===== src/sv/mmjet_pkg.sv =====
// Shared types and constants for the min/max normalised jet colour map.
// Used by the core, mmjet_sdiv, jet_colour_checker and tb; no dependencies.
package mmjet_pkg;

    localparam int DEF_MAX_POINTS = 64;
    localparam int DEF_VALUE_BITS = 24;
    localparam int THICK_W        = 24;
    localparam int CHAN_W         = 8;

    // width of the divider's quotient and digit registers
    localparam int DIG_W          = CHAN_W;
    localparam int STEP_W         = 4;
    localparam logic [STEP_W-1:0] SEG_STEPS = STEP_W'(3);
    localparam logic [STEP_W-1:0] CH_STEPS  = STEP_W'(8);

    localparam logic [CHAN_W-1:0] CHAN_ZERO = '0;
    localparam logic [CHAN_W-1:0] CHAN_FULL = '1;

    typedef struct packed {
        logic              start;
        logic [STEP_W-1:0] steps;
    } t_div_ctl;

endpackage


===== src/sv/minmax_normalized_jet_colormap_core.sv =====
// Min/max normalised jet colour map: buffers a set of thickness items and
// emits one colour item per stored value. Depends on mmjet_pkg, mmjet_sdiv.
//
//   channel  direction  handshake           fields
//   input    in         i_valid / o_stall   i_thickness, i_last_value
//   output   out        o_valid / i_stall   o_red, o_green, o_blue, o_last_point
//
// Input items load one per cycle while collecting; the item flagged last
// starts the colour run, and o_stall stays high until it ends.
// Each colour takes one serial division of 3 steps for the segment and one
// of 8 steps for the channel, then waits while the output is stalled.
// Items beyond MAX_POINTS are dropped. Reset is synchronous and clears
// count, minimum and maximum.
module minmax_normalized_jet_colormap_core #(
    parameter int MAX_POINTS = mmjet_pkg::DEF_MAX_POINTS,
    parameter int VALUE_BITS = mmjet_pkg::DEF_VALUE_BITS
) (
    input  logic                          i_clk,
    input  logic                          i_rst_n,
    input  logic                          i_valid,
    output logic                          o_stall,
    input  logic [mmjet_pkg::THICK_W-1:0] i_thickness,
    input  logic                          i_last_value,
    output logic                          o_valid,
    input  logic                          i_stall,
    output logic [mmjet_pkg::CHAN_W-1:0]  o_red,
    output logic [mmjet_pkg::CHAN_W-1:0]  o_green,
    output logic [mmjet_pkg::CHAN_W-1:0]  o_blue,
    output logic                          o_last_point
);
    import mmjet_pkg::*;

    localparam int IDX_W = (MAX_POINTS > 1) ? $clog2(MAX_POINTS) : 1;
    localparam int CNT_W = $clog2(MAX_POINTS + 1);

    typedef enum logic [2:0] {
        S_LOAD, S_SPAN, S_READ, S_INIT, S_SEG, S_PREP, S_CHAN, S_OUT
    } t_state;

    typedef enum logic [2:0] {
        SEG_GREEN_UP   = 3'd0,
        SEG_BLUE_DOWN  = 3'd1,
        SEG_RED_UP     = 3'd2,
        SEG_GREEN_DOWN = 3'd3,
        SEG_END        = 3'd4
    } t_seg;

    t_state                r_state;
    logic [CNT_W-1:0]      r_count;
    logic [CNT_W-1:0]      r_n;
    logic [IDX_W-1:0]      r_idx;
    logic [VALUE_BITS-1:0] r_min;
    logic [VALUE_BITS-1:0] r_max;
    logic [VALUE_BITS-1:0] r_span;
    logic [VALUE_BITS-1:0] r_k;
    t_seg                  r_seg;
    logic                  r_ovalid;
    logic [CHAN_W-1:0]     r_red;
    logic [CHAN_W-1:0]     r_green;
    logic [CHAN_W-1:0]     r_blue;
    logic                  r_olast;

    logic [VALUE_BITS-1:0] r_mem [MAX_POINTS];
    logic [VALUE_BITS-1:0] r_rd;

    logic [VALUE_BITS-1:0]   w_v;
    logic                    w_accept;
    logic                    w_room;
    logic                    w_final;
    logic [VALUE_BITS-1:0]   w_d;
    logic [VALUE_BITS+7:0]   w_prod;
    t_seg                    w_seg;

    t_div_ctl                w_ctl;
    logic [VALUE_BITS-1:0]   w_rem0;
    logic [DIG_W-1:0]        w_low;
    logic                    w_done;
    logic [DIG_W-1:0]        w_quot;
    logic [VALUE_BITS-1:0]   w_rem;

    assign w_v      = VALUE_BITS'(i_thickness);
    assign w_accept = i_valid && (r_state == S_LOAD);
    assign w_room   = r_count < CNT_W'(MAX_POINTS);
    assign w_final  = CNT_W'(r_idx) == (r_n - CNT_W'(1));
    assign w_d      = r_rd - r_min;
    // 255*k as k*256 - k
    assign w_prod   = {r_k, 8'b0} - {8'b0, r_k};
    assign w_seg    = t_seg'(w_quot[2:0]);

    // segment run divides 4d by the span; channel run divides 255*k by it
    always_comb begin
        w_ctl.start = (r_state == S_INIT) || (r_state == S_PREP);
        if (r_state == S_INIT) begin
            w_ctl.steps = SEG_STEPS;
            w_rem0      = w_d >> 1;
            w_low       = {w_d[0], {(DIG_W-1){1'b0}}};
        end else begin
            w_ctl.steps = CH_STEPS;
            w_rem0      = w_prod[VALUE_BITS+7:8];
            w_low       = w_prod[7:0];
        end
    end

    mmjet_sdiv #(
        .VALUE_BITS (VALUE_BITS)
    ) u_div (
        .i_clk     (i_clk),
        .i_rst_n   (i_rst_n),
        .i_ctl     (w_ctl),
        .i_rem0    (w_rem0),
        .i_low     (w_low),
        .i_divisor (r_span),
        .o_done    (w_done),
        .o_quot    (w_quot),
        .o_rem     (w_rem)
    );

    always_ff @(posedge i_clk) begin
        if (w_accept && w_room) begin
            r_mem[r_count[IDX_W-1:0]] <= w_v;
        end
        r_rd <= r_mem[r_idx];
    end

    always_ff @(posedge i_clk) begin
        if (!i_rst_n) begin
            r_state  <= S_LOAD;
            r_count  <= '0;
            r_min    <= '1;
            r_max    <= '0;
            r_idx    <= '0;
            r_ovalid <= 1'b0;
        end else begin
            unique case (r_state)
                S_LOAD: begin
                    if (w_accept) begin
                        if (w_room) begin
                            r_count <= r_count + CNT_W'(1);
                            if (w_v < r_min) begin
                                r_min <= w_v;
                            end
                            if (w_v > r_max) begin
                                r_max <= w_v;
                            end
                        end
                        if (i_last_value) begin
                            r_n     <= w_room ? r_count + CNT_W'(1) : r_count;
                            r_state <= S_SPAN;
                        end
                    end
                end
                S_SPAN: begin
                    r_span  <= r_max - r_min;
                    r_idx   <= '0;
                    r_state <= S_READ;
                end
                S_READ: begin
                    r_state <= S_INIT;
                end
                S_INIT: begin
                    r_state <= S_SEG;
                end
                S_SEG: begin
                    if (w_done) begin
                        r_seg <= w_seg;
                        case (w_seg) inside
                            SEG_GREEN_UP, SEG_RED_UP:      r_k <= w_rem;
                            SEG_BLUE_DOWN, SEG_GREEN_DOWN: r_k <= r_span - w_rem;
                            default:                       r_k <= '0;
                        endcase
                        r_state <= S_PREP;
                    end
                end
                S_PREP: begin
                    r_state <= S_CHAN;
                end
                S_CHAN: begin
                    if (w_done) begin
                        r_ovalid <= 1'b1;
                        r_olast  <= w_final;
                        if (r_span == '0) begin
                            // flat set: everything is blue
                            r_red   <= CHAN_ZERO;
                            r_green <= CHAN_ZERO;
                            r_blue  <= CHAN_FULL;
                        end else begin
                            case (r_seg)
                                SEG_GREEN_UP: begin
                                    r_red   <= CHAN_ZERO;
                                    r_green <= w_quot;
                                    r_blue  <= CHAN_FULL;
                                end
                                SEG_BLUE_DOWN: begin
                                    r_red   <= CHAN_ZERO;
                                    r_green <= CHAN_FULL;
                                    r_blue  <= w_quot;
                                end
                                SEG_RED_UP: begin
                                    r_red   <= w_quot;
                                    r_green <= CHAN_FULL;
                                    r_blue  <= CHAN_ZERO;
                                end
                                default: begin
                                    r_red   <= CHAN_FULL;
                                    r_green <= w_quot;
                                    r_blue  <= CHAN_ZERO;
                                end
                            endcase
                        end
                        r_state <= S_OUT;
                    end
                end
                S_OUT: begin
                    if (!i_stall) begin
                        r_ovalid <= 1'b0;
                        if (r_olast) begin
                            r_count <= '0;
                            r_min   <= '1;
                            r_max   <= '0;
                            r_state <= S_LOAD;
                        end else begin
                            r_idx   <= r_idx + IDX_W'(1);
                            r_state <= S_READ;
                        end
                    end
                end
                default: begin
                    r_state <= S_LOAD;
                end
            endcase
        end
    end

    assign o_stall      = (r_state != S_LOAD);
    assign o_valid      = r_ovalid;
    assign o_red        = r_red;
    assign o_green      = r_green;
    assign o_blue       = r_blue;
    assign o_last_point = r_olast;

endmodule


===== src/sv/mmjet_sdiv.sv =====
// Serial restoring divider: one quotient bit per cycle, the dividend's low
// bits shifted in from a digit register. Depends on mmjet_pkg.
module mmjet_sdiv #(
    parameter int VALUE_BITS = mmjet_pkg::DEF_VALUE_BITS
) (
    input  logic                         i_clk,
    input  logic                         i_rst_n,
    input  mmjet_pkg::t_div_ctl          i_ctl,
    input  logic [VALUE_BITS-1:0]        i_rem0,
    input  logic [mmjet_pkg::DIG_W-1:0]  i_low,
    input  logic [VALUE_BITS-1:0]        i_divisor,
    output logic                         o_done,
    output logic [mmjet_pkg::DIG_W-1:0]  o_quot,
    output logic [VALUE_BITS-1:0]        o_rem
);
    import mmjet_pkg::*;

    logic [STEP_W-1:0]     r_cnt;
    logic                  r_done;
    logic [VALUE_BITS-1:0] r_rem;
    logic [DIG_W-1:0]      r_low;
    logic [DIG_W-1:0]      r_q;

    logic [VALUE_BITS:0]   w_try;
    logic [VALUE_BITS:0]   w_diff;
    logic                  w_fit;

    // partial remainder stays below the divisor, so the shifted value fits
    assign w_try  = {r_rem, r_low[DIG_W-1]};
    assign w_fit  = w_try >= {1'b0, i_divisor};
    assign w_diff = w_try - {1'b0, i_divisor};

    always_ff @(posedge i_clk) begin
        if (!i_rst_n) begin
            r_cnt  <= '0;
            r_done <= 1'b0;
        end else if (i_ctl.start) begin
            r_cnt  <= i_ctl.steps;
            r_done <= 1'b0;
            r_rem  <= i_rem0;
            r_low  <= i_low;
            r_q    <= '0;
        end else if (r_cnt != '0) begin
            r_cnt  <= r_cnt - STEP_W'(1);
            r_done <= (r_cnt == STEP_W'(1));
            r_rem  <= w_fit ? w_diff[VALUE_BITS-1:0] : w_try[VALUE_BITS-1:0];
            r_low  <= {r_low[DIG_W-2:0], 1'b0};
            r_q    <= {r_q[DIG_W-2:0], w_fit};
        end else begin
            r_done <= 1'b0;
        end
    end

    assign o_done = r_done;
    assign o_quot = r_q;
    assign o_rem  = r_rem;

endmodule


===== config.mk =====
export PLATFORM = sky130hd
export DESIGN_NAME = minmax_normalized_jet_colormap_core
export DESIGN_NICKNAME = d
export VERILOG_FILES = /design/src/sv/mmjet_pkg.sv /design/src/sv/minmax_normalized_jet_colormap_core.sv /design/src/sv/mmjet_sdiv.sv
export SDC_FILE = /design/constraint.sdc
export NUM_CORES = 2
export LEC_CHECK = 0
export ABC_CLOCK_PERIOD_IN_PS = 8500
export BUFFER_PORTS_ARGS = -buffer_cell sky130_fd_sc_hd__buf_2
export CAP_MARGIN = 20
export CORE_MARGIN = 2
export CORE_UTILIZATION = 45
export CTS_BUF_LIST = sky130_fd_sc_hd__clkbuf_8
export DETAILED_ROUTE_END_ITERATION = 12
export GPL_ROUTABILITY_DRIVEN = 1
export PLACE_DENSITY = 0.59
export SLEW_MARGIN = 25
export SYNTH_ARGS = -nofsm -noshare
export SYNTH_HDL_FRONTEND = slang
export SYNTH_SLANG_ARGS = --single-unit

===== constraint.sdc =====
create_clock -name i_clk -period 8.5 [get_ports i_clk]
set_input_delay 0.425 -clock i_clk [delete_from_list [all_inputs] [get_ports i_clk]]
set_output_delay 0.425 -clock i_clk [all_outputs]
set_load 0.01 [all_outputs]

After elaboration in Yosys (flattened, before gate mapping)
Memory sizes are Yosys's and may differ from the RTL's. A register that Yosys moved wholly into a read port is not among the register bits.
Index checks and enable logic that the tools add are counted.

storage, ports and cells
  memory bits (read-only) = 0
  latch bits = 0
  logic and storage cells = 136
  flip-flop bits (word level) = 193
  output and inout port bits = 27
  memories kept = 1
  RAM bits = 1536
  input bits = 29

cells by class
  reductions and logical operators = 29
  bitwise gates (word level) = 2
  shift operators = 0
  mux-type cells = 48
  add/subtract/negate cells = 9
  divide/modulo/power cells = 0
  $lt $le $gt $ge = 4
  multipliers = 0
  equality and inequality tests = 24

memory list
  memory  depth  width  read ports  clocked after Yosys merged registers in  wr ports  line                                       text
  r_mem   64     24     1           1                                        1         minmax_normalized_jet_colormap_core.sv:63  logic [VALUE_BITS-1:0] r_mem [MAX_POINTS];

operator list
  kind                  count
  $mux W24              16
  $pmux W24 S2          2
  $sub A24 B24 Y24      4
  $mux W8               5
  $pmux W8 S2           2
  $sub A32 B24 Y32      1
  $mux W7               4
  $ge A25 B24 Y1        1
  $gt A24 B24 Y1        1
  $logic_not A24 Y1     1
  $lt A24 B24 Y1        1
  $pmux W3 S8           1
  $eq A3 B2 Y1 const B  5
  $mux W3               5
  $pmux W7 S2           1
  $eq A3 B3 Y1 const B  4
  $mux W4               3
  $mux W6               2
  $ne A2 B2 Y1 const B  6
  $pmux W6 S2           1
  $reduce_and A3 Y1     4
  $reduce_and A6 Y1     2
  $eq A3 B1 Y1 const B  3
  $logic_not A3 Y1      3
  other kinds (22)      38

Depth between registers and ports, before layout
  word-level depth = 5
  mapped depth = 14
  gate-level depth less buffers = 13

Cells and area by module
From an unflattened synthesis, not the netlist that was laid out.

second synthesis, totals
  cell total of the unflattened synthesis = 4044
  area, all modules = 74298.8 µm²

modules (own cells, without submodules)
  module                               area an instance (µm²)  times used  seq. area each (µm²)  cells each
  minmax_normalized_jet_colormap_core  70784.1                 1           50398.3               3654
  mmjet_sdiv                           3514.6                  1           1301.2                390

Worst setup path before layout
No wires, ideal clock.

  path kind = reg2reg
  from = register r_state[2]
  to = register u_div.r_q[0] (netlist: u_div.o_quot[0]) (enable)
  data required time = 8037 ps
  period minus slack after synthesis = 3863 ps
  arrival = 3400 ps
  path slack = 4637 ps
  stages on the path, launching flop included = 6
  setup time = 463 ps
  path buffers = 2
  cells stage by stage = dfxtp_1 -> clkbuf_1 -> and3b_1 -> clkbuf_1 -> nor2_1 -> a31oi_1

between the ends
  word-level cells in the longest chain between the ends = 4
  elaborated cells between the ends (all ways) = 5
  classes of those cells = 2 x eq/ne; 3 x reduce/logical

ends and longest elaborated chain
  element                                       line                                        text
  start, declared                               minmax_normalized_jet_colormap_core.sv:48   t_state r_state;
  start signal, assigned                        minmax_normalized_jet_colormap_core.sv:127  r_state <= S_LOAD;
  start signal, assigned                        minmax_normalized_jet_colormap_core.sv:148  r_state <= S_SPAN;
  start signal, assigned                        minmax_normalized_jet_colormap_core.sv:155  r_state <= S_READ;
  $eq A3 B2 Y1 or $eq A3 B3 Y1 (tied branches)  minmax_normalized_jet_colormap_core.sv:92   w_ctl.start = (r_state == S_INIT) || (r_state == S_PREP);
  $logic_or A1 B1 Y1 *                          minmax_normalized_jet_colormap_core.sv:92
  $reduce_bool A2 Y1 (no line) *                --
  $reduce_and A2 Y1 (no line) *                 --
  end signal, assigned                          mmjet_sdiv.sv:48                            r_q <= {r_q[DIG_W-2:0], w_fit};
  end, declared                                 mmjet_sdiv.sv:22                            logic [DIG_W-1:0] r_q;

Mark *: on every way between the ends. The rest lies on a longest branch, timed or not.
A chain may end at the register's enable or synchronous reset.

Worst setup path after layout
  from = register r_state[2]
  to = memory r_mem[4][19] (netlist name) (enable)

between the ends
  word-level cells in the longest chain between the ends = 5

ends and longest elaborated chain
  element                        line                                        text
  $logic_not A3 Y1               minmax_normalized_jet_colormap_core.sv:82   assign w_accept = i_valid && (r_state == S_LOAD);
  $logic_and A1 B1 Y1            minmax_normalized_jet_colormap_core.sv:82
  $logic_and A1 B1 Y1            minmax_normalized_jet_colormap_core.sv:119  if (w_accept && w_room) begin
  $mux W1                        minmax_normalized_jet_colormap_core.sv:119
  $mux W1 (implied by the code)  minmax_normalized_jet_colormap_core.sv:120  r_mem[r_count[IDX_W-1:0]] <= w_v;
  end, declared                  minmax_normalized_jet_colormap_core.sv:63

Every way passes these cells.

==> results.json <==
{
  "ir_worst_vdd_v": 0.0001653,
  "rsz0062_at_grt": "false",
  "min_to": "r_n[1]$_DFFE_PP_",
  "syn-cell-area_um2": 73680,
  "finalPower_mw": 18.82,
  "fmax_mhz": 270.0,
  "skew_ps": 85.87,
  "syn_area_per_cell_um2": 18.90,
  "timing.rr.start": "r_state[2]$_SDFFE_PN0P_",
  "ys_seq_area_share_pct": 70.17,
  "grt_use_total_pct": 22.65,
  "hold_path_class": "in2reg",
  "routed_via_density": 5.841,
  "initial_utilization_pct": 45.31,
  "die_w_um": 408.6,
  "cts_buffers": 308,
  "clk_pin_slew_ps": 60,
  "cts_tree": "done",
  "synth_top_flop_cell": "edfxtp_1",
  "regToRegSetupSlack_ps": 4800,
  "synth_top_area_cell": "edfxtp_1",
  "vias": 38400,
  "ctsResizeCount": 0,
  "reg2reg_to": "r_mem[4][19]$_DFFE_PP_",
  "hold_path_depth": 2,
  "drtAntennaViolNets": 0,
  "synth-edff-count": 1659,
  "synth-async-reset-ratio_pct": 0,
  "clk_latency_ps": 1040,
  "hold_violations": 0,
  "area_growth_pct": 12.21,
  "crit_path_end_kind": "register",
  "p_per_area_nw_per_um2": 227.7,
  "drt_iter0_markers": 3360,
  "dieArea_um2": 167000,
  "layout.nets": 4380,
  "grt_pass1_vias": 38530,
  "drtPass1Iterations": 6,
  "core.rowCount": 148,
  "grt_pass1_wl_um": 274200,
  "synth_nets": 4095,
  "grt_max_degree": 131,
  "die_height_um": 408.6,
  "antenna_found_initial": 10,
  "netlist_instances": 3899,
  "wire_per_inst_um": 28.77,
  "path_class": "reg2reg",
  "drive_above_1_share_pct": 24.87,
  "ys_warn_count": 0,
  "hp-start": "i_last_value",
  "core_area_um2": 162600,
  "synth.distinct_cells": 86,
  "post-route-period-util_pct": 43.57,
  "port_buffers": 55,
  "synth_most_common_cell": "edfxtp_1",
  "yosys_register_bits": 1753,
  "worst_setup_path_startpoint": "r_state[2]$_SDFFE_PN0P_",
  "worstMarginPinSlew_ps": 1063,
  "drc": 0,
  "dp_hpwl_um": 119100,
  "status": "finished, final reports clean",
  "start_kind": "register",
  "drv_cap": 0,
  "clock_path_buffers": 4,
  "root_buffer": "clkbuf_8",
  "grt.overflow.total": 0,
  "drt_wl_total_um": 189100,
  "final-setup-viol-count": 0,
  "synth_commonest_cells": "edfxtp_1, mux4_2, nor2_1",
  "min_period_ps": 3703,
  "required_ps": 9050,
  "slew_viol_final": 0,
  "cts_max_level": 5,
  "cp_max_fo": 24,
  "relSlewSlack_pct": 28.95,
  "synth_top_area_share_pct": 67.62,
  "synth_area_leaders": "edfxtp_1, mux4_2, ha_1",
  "clock-sinks": 1753,
  "power_leakage_nw": 26.92,
  "gp_congestion": 0.8246,
  "arrival_ps": 4250,
  "ios": 56,
  "tns_ps": 0,
  "reg2reg_depth": 6
}
-- cell families after synthesis --
| kind of cell | synth area share [%] |
|---|---|
| AOI/OAI and AO/OA | 4.434 |
| xor gates and xnor gates | 1.486 |
| adders and majority gates | 2.877 |
| buffers and inverters | 1.668 |
| DFF | 70.17 |
| muxes | 15.88 |
| and+or+nand+nor | 3.487 |
-- per-layer routing --
metal | global-route usage, % | wire (um) | up-vias
met5 | 0 | 27 | -
met4 | 6.483 | 4923 | 4
met2 | 35.89 | 90540 | 1215
met1 | 32.59 | 83320 | 20330
met3 | 3.668 | 10310 | 310
li1 | - | - | 16530
-- repair_timing --
| action | CTS | global route |
|---|---|---|
| hold buffers | 13 | 0 |
| endpoints found under the hold margin | 145 | 0 |
| setup buffers | 0 | 0 |
| setup endpoints to repair | 0 | 0 |
-- stage by stage --
step | hold slack (ps) | area, um^2 | worst slack, ps | utilization [%] | instances
after floorplan | 424.4 | 73680 | 4637 | - | 3899
after global placement | 446.4 | 77170 | 4629 | 47.46 | 6030
final | 73.71 | 82670 | 4797 | 50.85 | 6573
after global routing | 42.72 | 82670 | 4542 | 50.85 | 6570
after detailed placement | 456.6 | 77260 | 4599 | 47.52 | 6034
after CTS | 12.66 | 82600 | 4748 | 50.80 | 6564
-- area by class of cell --
type / count / area (um^2)
inverter: 141 / 529.3
clock inverter: 200 / 843.3
sequential: 1753 / 51720
timing repair buffer: 144 / 1194
antenna: 7 / 17.52
clock buffer: 317 / 4363
multi-input combinational: 1836 / 21290
tap: 2175 / 2721
fill: 13250 / 79910
-- critical path, stage by stage, from the launching register on --
cell and delay (ps):
dfxtp_1 420, nor3_1 240, buf_4 200, nand2_1 160, nor3_1 480, nand2_1 730
nor2_4 1020
-- registers in the layout, summed over array words and instances (netlist names), 4 cells and up --
signal	cells
r_span	24
r_mem	1536
r_k	24
o_red	8
r_max	24
u_div.r_low	8
r_n	7
r_rd	24
o_blue	8
r_min	24
u_div.o_rem	24
r_idx	6
u_div.o_quot	8
o_green	8
u_div.r_cnt	4
r_count	7
-- how the worst max path moves through the flow --
stage | slack [ps] | end
6_report | 4800 | r_mem[4][19]$_DFFE_PP_
5_1_grt | 4540 | r_mem[4][19]$_DFFE_PP_
4_1_cts | 4750 | r_mem[5][19]$_DFFE_PP_
3_5_place_dp | 4600 | r_max[0]$_SDFFE_PN0P_
3_3_place_gp | 4630 | r_max[0]$_SDFFE_PN0P_
2_1_floorplan | 4640 | u_div.o_quot[0]$_SDFFCE_PN0P_
-- placed cells by master (no fill, tap or decap), types with 22 or more instances in the layout --
master / netlist / layout
nand3_1: 51 / 50
a211oi_1: 22 / 22
dfxtp_1: 94 / 88
inv_1: 141 / 251
o21a_1: 37 / 37
clkbuf_8: 0 / 317
xor2_1: 47 / 47
a21o_1: 72 / 72
o22a_1: 24 / 24
o21ai_0: 61 / 61
nor3_1: 34 / 33
nand2_1: 77 / 77
mux4_2: 504 / 504
mux2i_1: 29 / 29
nand2b_1: 53 / 53
nor2_1: 185 / 119
a21oi_1: 136 / 135
ha_1: 163 / 163
buf_2: 40 / 54
nor2_4: 0 / 64
edfxtp_1: 1659 / 1659
buf_4: 0 / 61
xnor2_1: 78 / 78
clkinv_1: 0 / 60
-- power by group --
part           internal (mW)  leakage (nW)  switching, mW
logic                  0.882          8.12           1.27
registers               9.71          15.7          0.166
clock network           3.46          3.07           3.34
Note: power is estimated with default switching activity, not from simulation.
